**src/zsw_pkg.sv**
```systemverilog
// Shared types, codes and byte-layout functions for the stored-mode ZIP writer.
// No dependencies; every other file imports this package.
`timescale 1ns / 1ps

package zsw_pkg;

    localparam int MAX_ENTRIES_DEF  = 64;
    localparam int MAX_NAME_LEN_DEF = 64;

    localparam logic [31:0] LFH_SIG  = 32'h04034B50;
    localparam logic [31:0] CDH_SIG  = 32'h02014B50;
    localparam logic [31:0] EOCD_SIG = 32'h06054B50;
    localparam logic [15:0] ZIP_VER  = 16'd20;
    localparam logic [31:0] CRC_POLY = 32'hEDB88320;
    localparam logic [31:0] ALL_ONES = 32'hFFFFFFFF;

    localparam int LFH_LEN  = 30;
    localparam int CDH_LEN  = 46;
    localparam int EOCD_LEN = 22;
    localparam int CRC_POS  = 14;
    localparam int CSZ_POS  = 18;
    localparam int USZ_POS  = 22;

    localparam logic [2:0] OP_BEGIN = 3'd0;
    localparam logic [2:0] OP_NAME  = 3'd1;
    localparam logic [2:0] OP_DATA  = 3'd2;
    localparam logic [2:0] OP_END   = 3'd3;
    localparam logic [2:0] OP_DIR   = 3'd4;

    localparam logic [2:0] ST_OK   = 3'd0;
    localparam logic [2:0] ST_SEQ  = 3'd1;
    localparam logic [2:0] ST_FULL = 3'd2;
    localparam logic [2:0] ST_NAME = 3'd3;
    localparam logic [2:0] ST_OVF  = 3'd4;

    localparam logic [1:0] KIND_BYTE  = 2'd0;
    localparam logic [1:0] KIND_PATCH = 2'd1;
    localparam logic [1:0] KIND_NONE  = 2'd2;

    localparam logic [0:0] CFG_MOD_TIME = 1'b0;
    localparam logic [0:0] CFG_MOD_DATE = 1'b1;

    typedef enum logic [2:0] {
        PH_IDLE,
        PH_NAME,
        PH_DATA,
        PH_DIR,
        PH_DONE
    } phase_t;

    typedef enum logic [2:0] {
        JOB_ERR,
        JOB_HDR,
        JOB_BYTE,
        JOB_NAME,
        JOB_PATCH
    } job_kind_t;

    typedef struct packed {
        logic [31:0] crc;
        logic [31:0] size;
        logic [31:0] hdr_off;
        logic [6:0]  nl;
    } entry_t;

    typedef struct packed {
        job_kind_t   kind;
        logic [2:0]  status;
        logic [7:0]  byte_val;
        logic        last;
        logic [6:0]  nl;
        logic [31:0] crc;
        logic [31:0] size;
        logic [31:0] hdr_off;
    } job_t;

    function automatic logic [31:0] crc_byte(input logic [31:0] crc_in, input logic [7:0] b);
        logic [31:0] c;
        c = crc_in ^ {24'd0, b};
        for (int i = 0; i < 8; i++) begin
            c = c[0] ? (CRC_POLY ^ (c >> 1)) : (c >> 1);
        end
        return c;
    endfunction

    function automatic logic [7:0] lfh_byte(input logic [4:0] i, input logic [15:0] t,
                                           input logic [15:0] d, input logic [6:0] nl);
        logic [7:0] b;
        case (i)
            5'd0:    b = LFH_SIG[7:0];
            5'd1:    b = LFH_SIG[15:8];
            5'd2:    b = LFH_SIG[23:16];
            5'd3:    b = LFH_SIG[31:24];
            5'd4:    b = ZIP_VER[7:0];
            5'd5:    b = ZIP_VER[15:8];
            5'd10:   b = t[7:0];
            5'd11:   b = t[15:8];
            5'd12:   b = d[7:0];
            5'd13:   b = d[15:8];
            5'd26:   b = {1'b0, nl};
            default: b = 8'd0;
        endcase
        return b;
    endfunction

    function automatic logic [7:0] cdh_byte(input logic [5:0] i, input logic [15:0] t,
                                           input logic [15:0] d, input entry_t e);
        logic [7:0] b;
        case (i)
            6'd0:    b = CDH_SIG[7:0];
            6'd1:    b = CDH_SIG[15:8];
            6'd2:    b = CDH_SIG[23:16];
            6'd3:    b = CDH_SIG[31:24];
            6'd4:    b = ZIP_VER[7:0];
            6'd5:    b = ZIP_VER[15:8];
            6'd6:    b = ZIP_VER[7:0];
            6'd7:    b = ZIP_VER[15:8];
            6'd12:   b = t[7:0];
            6'd13:   b = t[15:8];
            6'd14:   b = d[7:0];
            6'd15:   b = d[15:8];
            6'd16:   b = e.crc[7:0];
            6'd17:   b = e.crc[15:8];
            6'd18:   b = e.crc[23:16];
            6'd19:   b = e.crc[31:24];
            6'd20:   b = e.size[7:0];
            6'd21:   b = e.size[15:8];
            6'd22:   b = e.size[23:16];
            6'd23:   b = e.size[31:24];
            6'd24:   b = e.size[7:0];
            6'd25:   b = e.size[15:8];
            6'd26:   b = e.size[23:16];
            6'd27:   b = e.size[31:24];
            6'd28:   b = {1'b0, e.nl};
            6'd42:   b = e.hdr_off[7:0];
            6'd43:   b = e.hdr_off[15:8];
            6'd44:   b = e.hdr_off[23:16];
            6'd45:   b = e.hdr_off[31:24];
            default: b = 8'd0;
        endcase
        return b;
    endfunction

    function automatic logic [7:0] eocd_byte(input logic [4:0] i, input logic [15:0] cnt,
                                            input logic [31:0] total, input logic [31:0] start);
        logic [7:0] b;
        case (i)
            5'd0:    b = EOCD_SIG[7:0];
            5'd1:    b = EOCD_SIG[15:8];
            5'd2:    b = EOCD_SIG[23:16];
            5'd3:    b = EOCD_SIG[31:24];
            5'd8:    b = cnt[7:0];
            5'd9:    b = cnt[15:8];
            5'd10:   b = cnt[7:0];
            5'd11:   b = cnt[15:8];
            5'd12:   b = total[7:0];
            5'd13:   b = total[15:8];
            5'd14:   b = total[23:16];
            5'd15:   b = total[31:24];
            5'd16:   b = start[7:0];
            5'd17:   b = start[15:8];
            5'd18:   b = start[23:16];
            5'd19:   b = start[31:24];
            default: b = 8'd0;
        endcase
        return b;
    endfunction

endpackage

```
**src/zsw_emitter.sv**
```systemverilog
// Result sequencer: holds one request's job and expands it into results.
// Depends on zsw_pkg; feeds a registered output stage.
`timescale 1ns / 1ps

module zsw_emitter
    import zsw_pkg::*;
(
    input  logic        clk,
    input  logic        rst_n,
    input  logic        load,
    input  job_t        job_in,
    input  logic [15:0] dos_time,
    input  logic [15:0] dos_date,
    input  logic [7:0]  name_byte,
    output logic        take_ready,
    output logic        out_valid,
    input  logic        out_ready,
    output logic [1:0]  kind,
    output logic [7:0]  out_byte,
    output logic [31:0] patch_offset,
    output logic [31:0] patch_word,
    output logic [2:0]  status,
    output logic        last
);

    logic        busy_reg;
    job_t        job_reg;
    logic [4:0]  idx_reg;
    logic        out_valid_reg;
    logic [1:0]  kind_reg;
    logic [7:0]  byte_reg;
    logic [31:0] poff_reg;
    logic [31:0] pword_reg;
    logic [2:0]  status_reg;
    logic        last_reg;

    logic        out_free;
    logic        adv;
    logic        final_res;
    logic [1:0]  r_kind;
    logic [7:0]  r_byte;
    logic [31:0] r_poff;
    logic [31:0] r_pword;
    logic [2:0]  r_status;

    assign out_free   = !out_valid_reg || out_ready;
    assign adv        = busy_reg && out_free;
    assign take_ready = !busy_reg || (adv && final_res);

    always_comb
    begin
        r_kind    = KIND_BYTE;
        r_byte    = 8'd0;
        r_poff    = 32'd0;
        r_pword   = 32'd0;
        r_status  = ST_OK;
        final_res = 1'b1;
        case (job_reg.kind)
            JOB_HDR:
            begin
                r_byte    = lfh_byte(idx_reg, dos_time, dos_date, job_reg.nl);
                final_res = (idx_reg == 5'(LFH_LEN - 1));
            end
            JOB_BYTE:
            begin
                r_byte    = job_reg.byte_val;
                final_res = 1'b1;
            end
            JOB_NAME:
            begin
                r_byte    = name_byte;
                final_res = 1'b1;
            end
            JOB_PATCH:
            begin
                r_kind = KIND_PATCH;
                case (idx_reg)
                    5'd0:
                    begin
                        r_poff  = job_reg.hdr_off + 32'(CRC_POS);
                        r_pword = job_reg.crc;
                    end
                    5'd1:
                    begin
                        r_poff  = job_reg.hdr_off + 32'(CSZ_POS);
                        r_pword = job_reg.size;
                    end
                    default:
                    begin
                        r_poff  = job_reg.hdr_off + 32'(USZ_POS);
                        r_pword = job_reg.size;
                    end
                endcase
                final_res = (idx_reg == 5'd2);
            end
            default:
            begin
                r_kind   = KIND_NONE;
                r_status = job_reg.status;
            end
        endcase
    end

    always_ff @(posedge clk or negedge rst_n)
    begin
        if (!rst_n)
        begin
            busy_reg      <= 1'b0;
            idx_reg       <= 5'd0;
            out_valid_reg <= 1'b0;
        end
        else
        begin
            if (load)
            begin
                busy_reg <= 1'b1;
                idx_reg  <= 5'd0;
            end
            else if (adv)
            begin
                busy_reg <= !final_res;
                idx_reg  <= idx_reg + 5'd1;
            end
            if (adv)
            begin
                out_valid_reg <= 1'b1;
            end
            else if (out_ready)
            begin
                out_valid_reg <= 1'b0;
            end
        end
    end

    always_ff @(posedge clk)
    begin
        if (load)
        begin
            job_reg <= job_in;
        end
        if (adv)
        begin
            kind_reg   <= r_kind;
            byte_reg   <= r_byte;
            poff_reg   <= r_poff;
            pword_reg  <= r_pword;
            status_reg <= r_status;
            // byte and name jobs carry their own last flag
            last_reg   <= ((job_reg.kind == JOB_BYTE) || (job_reg.kind == JOB_NAME)) ?
                          job_reg.last : final_res;
        end
    end

    assign out_valid    = out_valid_reg;
    assign kind         = kind_reg;
    assign out_byte     = byte_reg;
    assign patch_offset = poff_reg;
    assign patch_word   = pword_reg;
    assign status       = status_reg;
    assign last         = last_reg;

endmodule

```
**config.mk**
```make
export PLATFORM = sky130hd
export DESIGN_NAME = zsw_emitter
export DESIGN_NICKNAME = d
export VERILOG_FILES = /design/src/zsw_pkg.sv /design/src/zsw_emitter.sv
export SDC_FILE = /design/constraint.sdc
export NUM_CORES = 1
export LEC_CHECK = 0
export BUFFER_PORTS_ARGS = -buffer_cell sky130_fd_sc_hd__buf_2
export CAP_MARGIN = 20
export CELL_PAD_IN_SITES_DETAIL_PLACEMENT = 2
export CELL_PAD_IN_SITES_GLOBAL_PLACEMENT = 2
export CORE_ASPECT_RATIO = 1.4
export CORE_MARGIN = 2
export CORE_UTILIZATION = 25
export CTS_CLUSTER_SIZE = 12
export DETAILED_ROUTE_END_ITERATION = 10
export PLACE_DENSITY_LB_ADDON = 0.1
export SYNTH_ARGS = -nofsm -noshare
export SYNTH_HDL_FRONTEND = slang
export SYNTH_SLANG_ARGS = --single-unit
export TNS_END_PERCENT = 10
```
**constraint.sdc**
```tcl
create_clock -name clk -period 3 [get_ports clk]
set_input_delay 0.15 -clock clk [delete_from_list [all_inputs] [get_ports clk]]
set_output_delay 0.15 -clock clk [all_outputs]
set_load 0.02 [all_outputs]
```
==> run metrics <==
max reg flops 118; Worst VDD drop 0.0003207 V; insertion delay to the later sink of the worst-skew pair 0.54 ns; fillers 3,491; DP Worst Slack 0.2111 ns; share of layout cells above drive strength 1 31.17%; # setup viols final 0; Worst Tran Pin Value 0.7991 ns; Initial Util 25.32%; slowest stage delay, CP 0.60 ns; CTS clock-pin slew for the worst setup and hold paths 0.06 ns; Slew HR 46.47%; Seq cells post-synth 203; number of synthesis warnings 0; Synth async-reset ratio 3.448%; Mapped Area 8386 µm²; All-Layer GR Usage 15.79%; Gate Count Post-Synth 594; switching share of power 27.02%; Final nets 1,141; final hold vios 0; Die Y 220.7 µm; Final Critical Period 2.840 ns; Worst setup SP type flip-flop; fin crit share 94.66%; Cell variety after synth 58; DRC viols 0; crit-path cells inv_1 -> ha_1 -> or4b_2 -> a22oi_1 -> o21ai_0 -> nand2_1 -> buf_2; max-capacitance violation count 0; status finished clean; IO Port Bufs 241; Final HPWL DP 18.51 mm; CTS Sinks 203; DRC marker count from the first detailed-route iteration 254; diode count 0; via count 6,382; Crit-path slowest cell or4b_2; H-tree Lvls 1; Vias/cell 4.454; Rows 79; placed insts 1,267; Overflow after GRT 0; max-slew violation count 0; Finished Layout Cells 1,433; post-synthesis average cell area 14.12 µm²; crit path max fanout 6; Pleak 0.004712 µW; PD cells 621.3 nW/µm²; CTS tree done; combinational power share 16.0%; largest net degree at the start of global routing 65; power share of the sequential group 46.6%; clock buffer depth 3; vias in the first global route 7,453; WP data arrival 2.69 ns; die area 35,040 µm²; f_max 352.1 MHz; worst path required time 2.85 ns; Crit path buffers/inverters 2; CORE AREA 33,110 µm²; setup_tns 0 ns; EDFF count, synth 196; crit end category output pin; routed len/inst 19.32 µm; commonest non-fill, non-tap cell in the layout buf_2; Antenna Nets Post-Route 0; sequential share of the synthesized area 72.28%; final WL 27.69 mm; Clock Power Share 37.4%; io pins 242; Clock Skew 0.01823 ns; Post-CTS Resized 0; ys flop type edfxtp_1; critical path class flip-flop to output pin; area delta synth->final 45.06%; DRT Pass-1 Iters 4; Min-Delay Path Class primary input to flip-flop; Power Total 7557 µW; most frequent cells in the layout 240 x buf_2, 196 x edfxtp_1, 123 x dlygate4sd3_1, 88 x nand2_1, 53 x a21oi_1; first-pass GRT wire length 42.80 mm; GPL Wtd Cong 0.7680; die width 158.8 µm; Num CTS Buffers 24; Synth Net Count 764; P_sw 2042 µW; initial antenna violation count 0; Setup WS post-layout 0.1601 ns; delay-heaviest family, CP simple AND/OR/NAND/NOR gates; internal power 5515 µW; Root Buffer clkbuf_16; RSZ-0062 raised after global routing false
[stage by stage]
step	utilization (%)	hold slack, ns	instance area, µm²
2_1_floorplan	-	-0.1456	8386
5_1_grt	36.74	0.006937	12160
6_report	36.74	0.02082	12160
4_1_cts	36.74	0.0005718	12160
3_3_place_gp	30.77	0.001413	10190
3_5_place_dp	30.77	0.006718	10190
[final timing paths]
check | from | to | slack (ns) | depth (start not counted)
worst max-delay path | idx_reg[0] | take_ready | 0.16 | 7
worst min-delay path | name_byte[3] | out_byte[3] | 0.02 | 3
worst max register to register | idx_reg[4] | patch_offset[12] | 0.23 | 10
worst min register to register | job_reg[0] | patch_offset[0] | 0.56 | 1
max in group asynchronous | rst_n | idx_reg[0] | 2.11 | 3
min in group asynchronous | rst_n | out_valid | 0.64 | 3
[power by group through the flow]
stage	clock, µW	sequential [µW]	combinational [µW]
floorplan	0	3690	438
global placement	0	3570	1060
detailed placement	0	3580	1110
CTS	2930	3520	1240
global route	3030	3550	1340
finish	2830	3520	1210
[timing repair]
| action | 4_1_cts | 5_1_grt |
|---|---|---|
| setup buffers | 0 | 0 |
| setup endpoints to repair | 0 | 0 |
| hold buffers | 123 | 0 |
| endpoints found under the hold margin | 128 | 0 |
[cell families (layout without fill, tap and decap cells)]
| kind of cell | Yosys count | in the layout | share of synthesized area, % |
|---|---|---|---|
| AO/OA/AOI/OAI | 112 | 112 | 8.624 |
| multiplexers | 20 | 20 | 2.447 |
| XOR/XNOR | 10 | 10 | 1.045 |
| buffers and inverters | 44 | 438 | 2.089 |
| AND/OR/NAND/NOR | 197 | 197 | 12.24 |
| flip-flops | 203 | 203 | 72.28 |
| adder cells (fa/ha/maj) | 8 | 8 | 1.283 |
[per-layer routing]
layer  track usage (%)  vias up  share of wire (%)
met4             5.443        0                2.6
met1             17.20     3158                 38
met2             30.70      162                 55
met3             2.868       48                4.4
met5                 0        -                  0
li1                  -     3014                  -
[worst min-delay path, delay by kind of cell]
kind                   cells  cell delay (ns)
AO/OA/AOI/OAI              1             0.11
multiplexers               1             0.06
buffers and inverters      1             0.09
[Yosys cell counts, drive strengths merged (6+ instances only)]
cell	instances	share of area [%]
nor2	12	0.54
o21ai	7	0.42
nand2b	16	1.2
or4	13	1.2
inv	12	0.54
nand2	89	4.0
mux2i	16	1.9
xnor2	8	0.84
nand4	6	0.45
nor4	9	0.67
clkbuf	26	1.2
o31ai	11	0.98
a21oi	53	3.2
ha	7	1.0
and3	6	0.45
a22oi	7	0.63
edfxtp	196	70
o32ai	7	0.73
dfrtp	7	2.1
nand3	14	0.98
nor2b	8	0.60
[cell type report]
cell class                 count  area, µm²  share of cell area, %
sequential                   203       6061                  49.82
timing repair buffer         382       2600                  21.37
multi-input combinational    347       2152                  17.69
clock buffer                  30      623.1                  5.122
tap                          445      556.8                  4.577
clock inverter                13      121.4                 0.9977
inverter                      13      50.05                 0.4114
No activity file was read; power rests on OpenSTA's default activity.
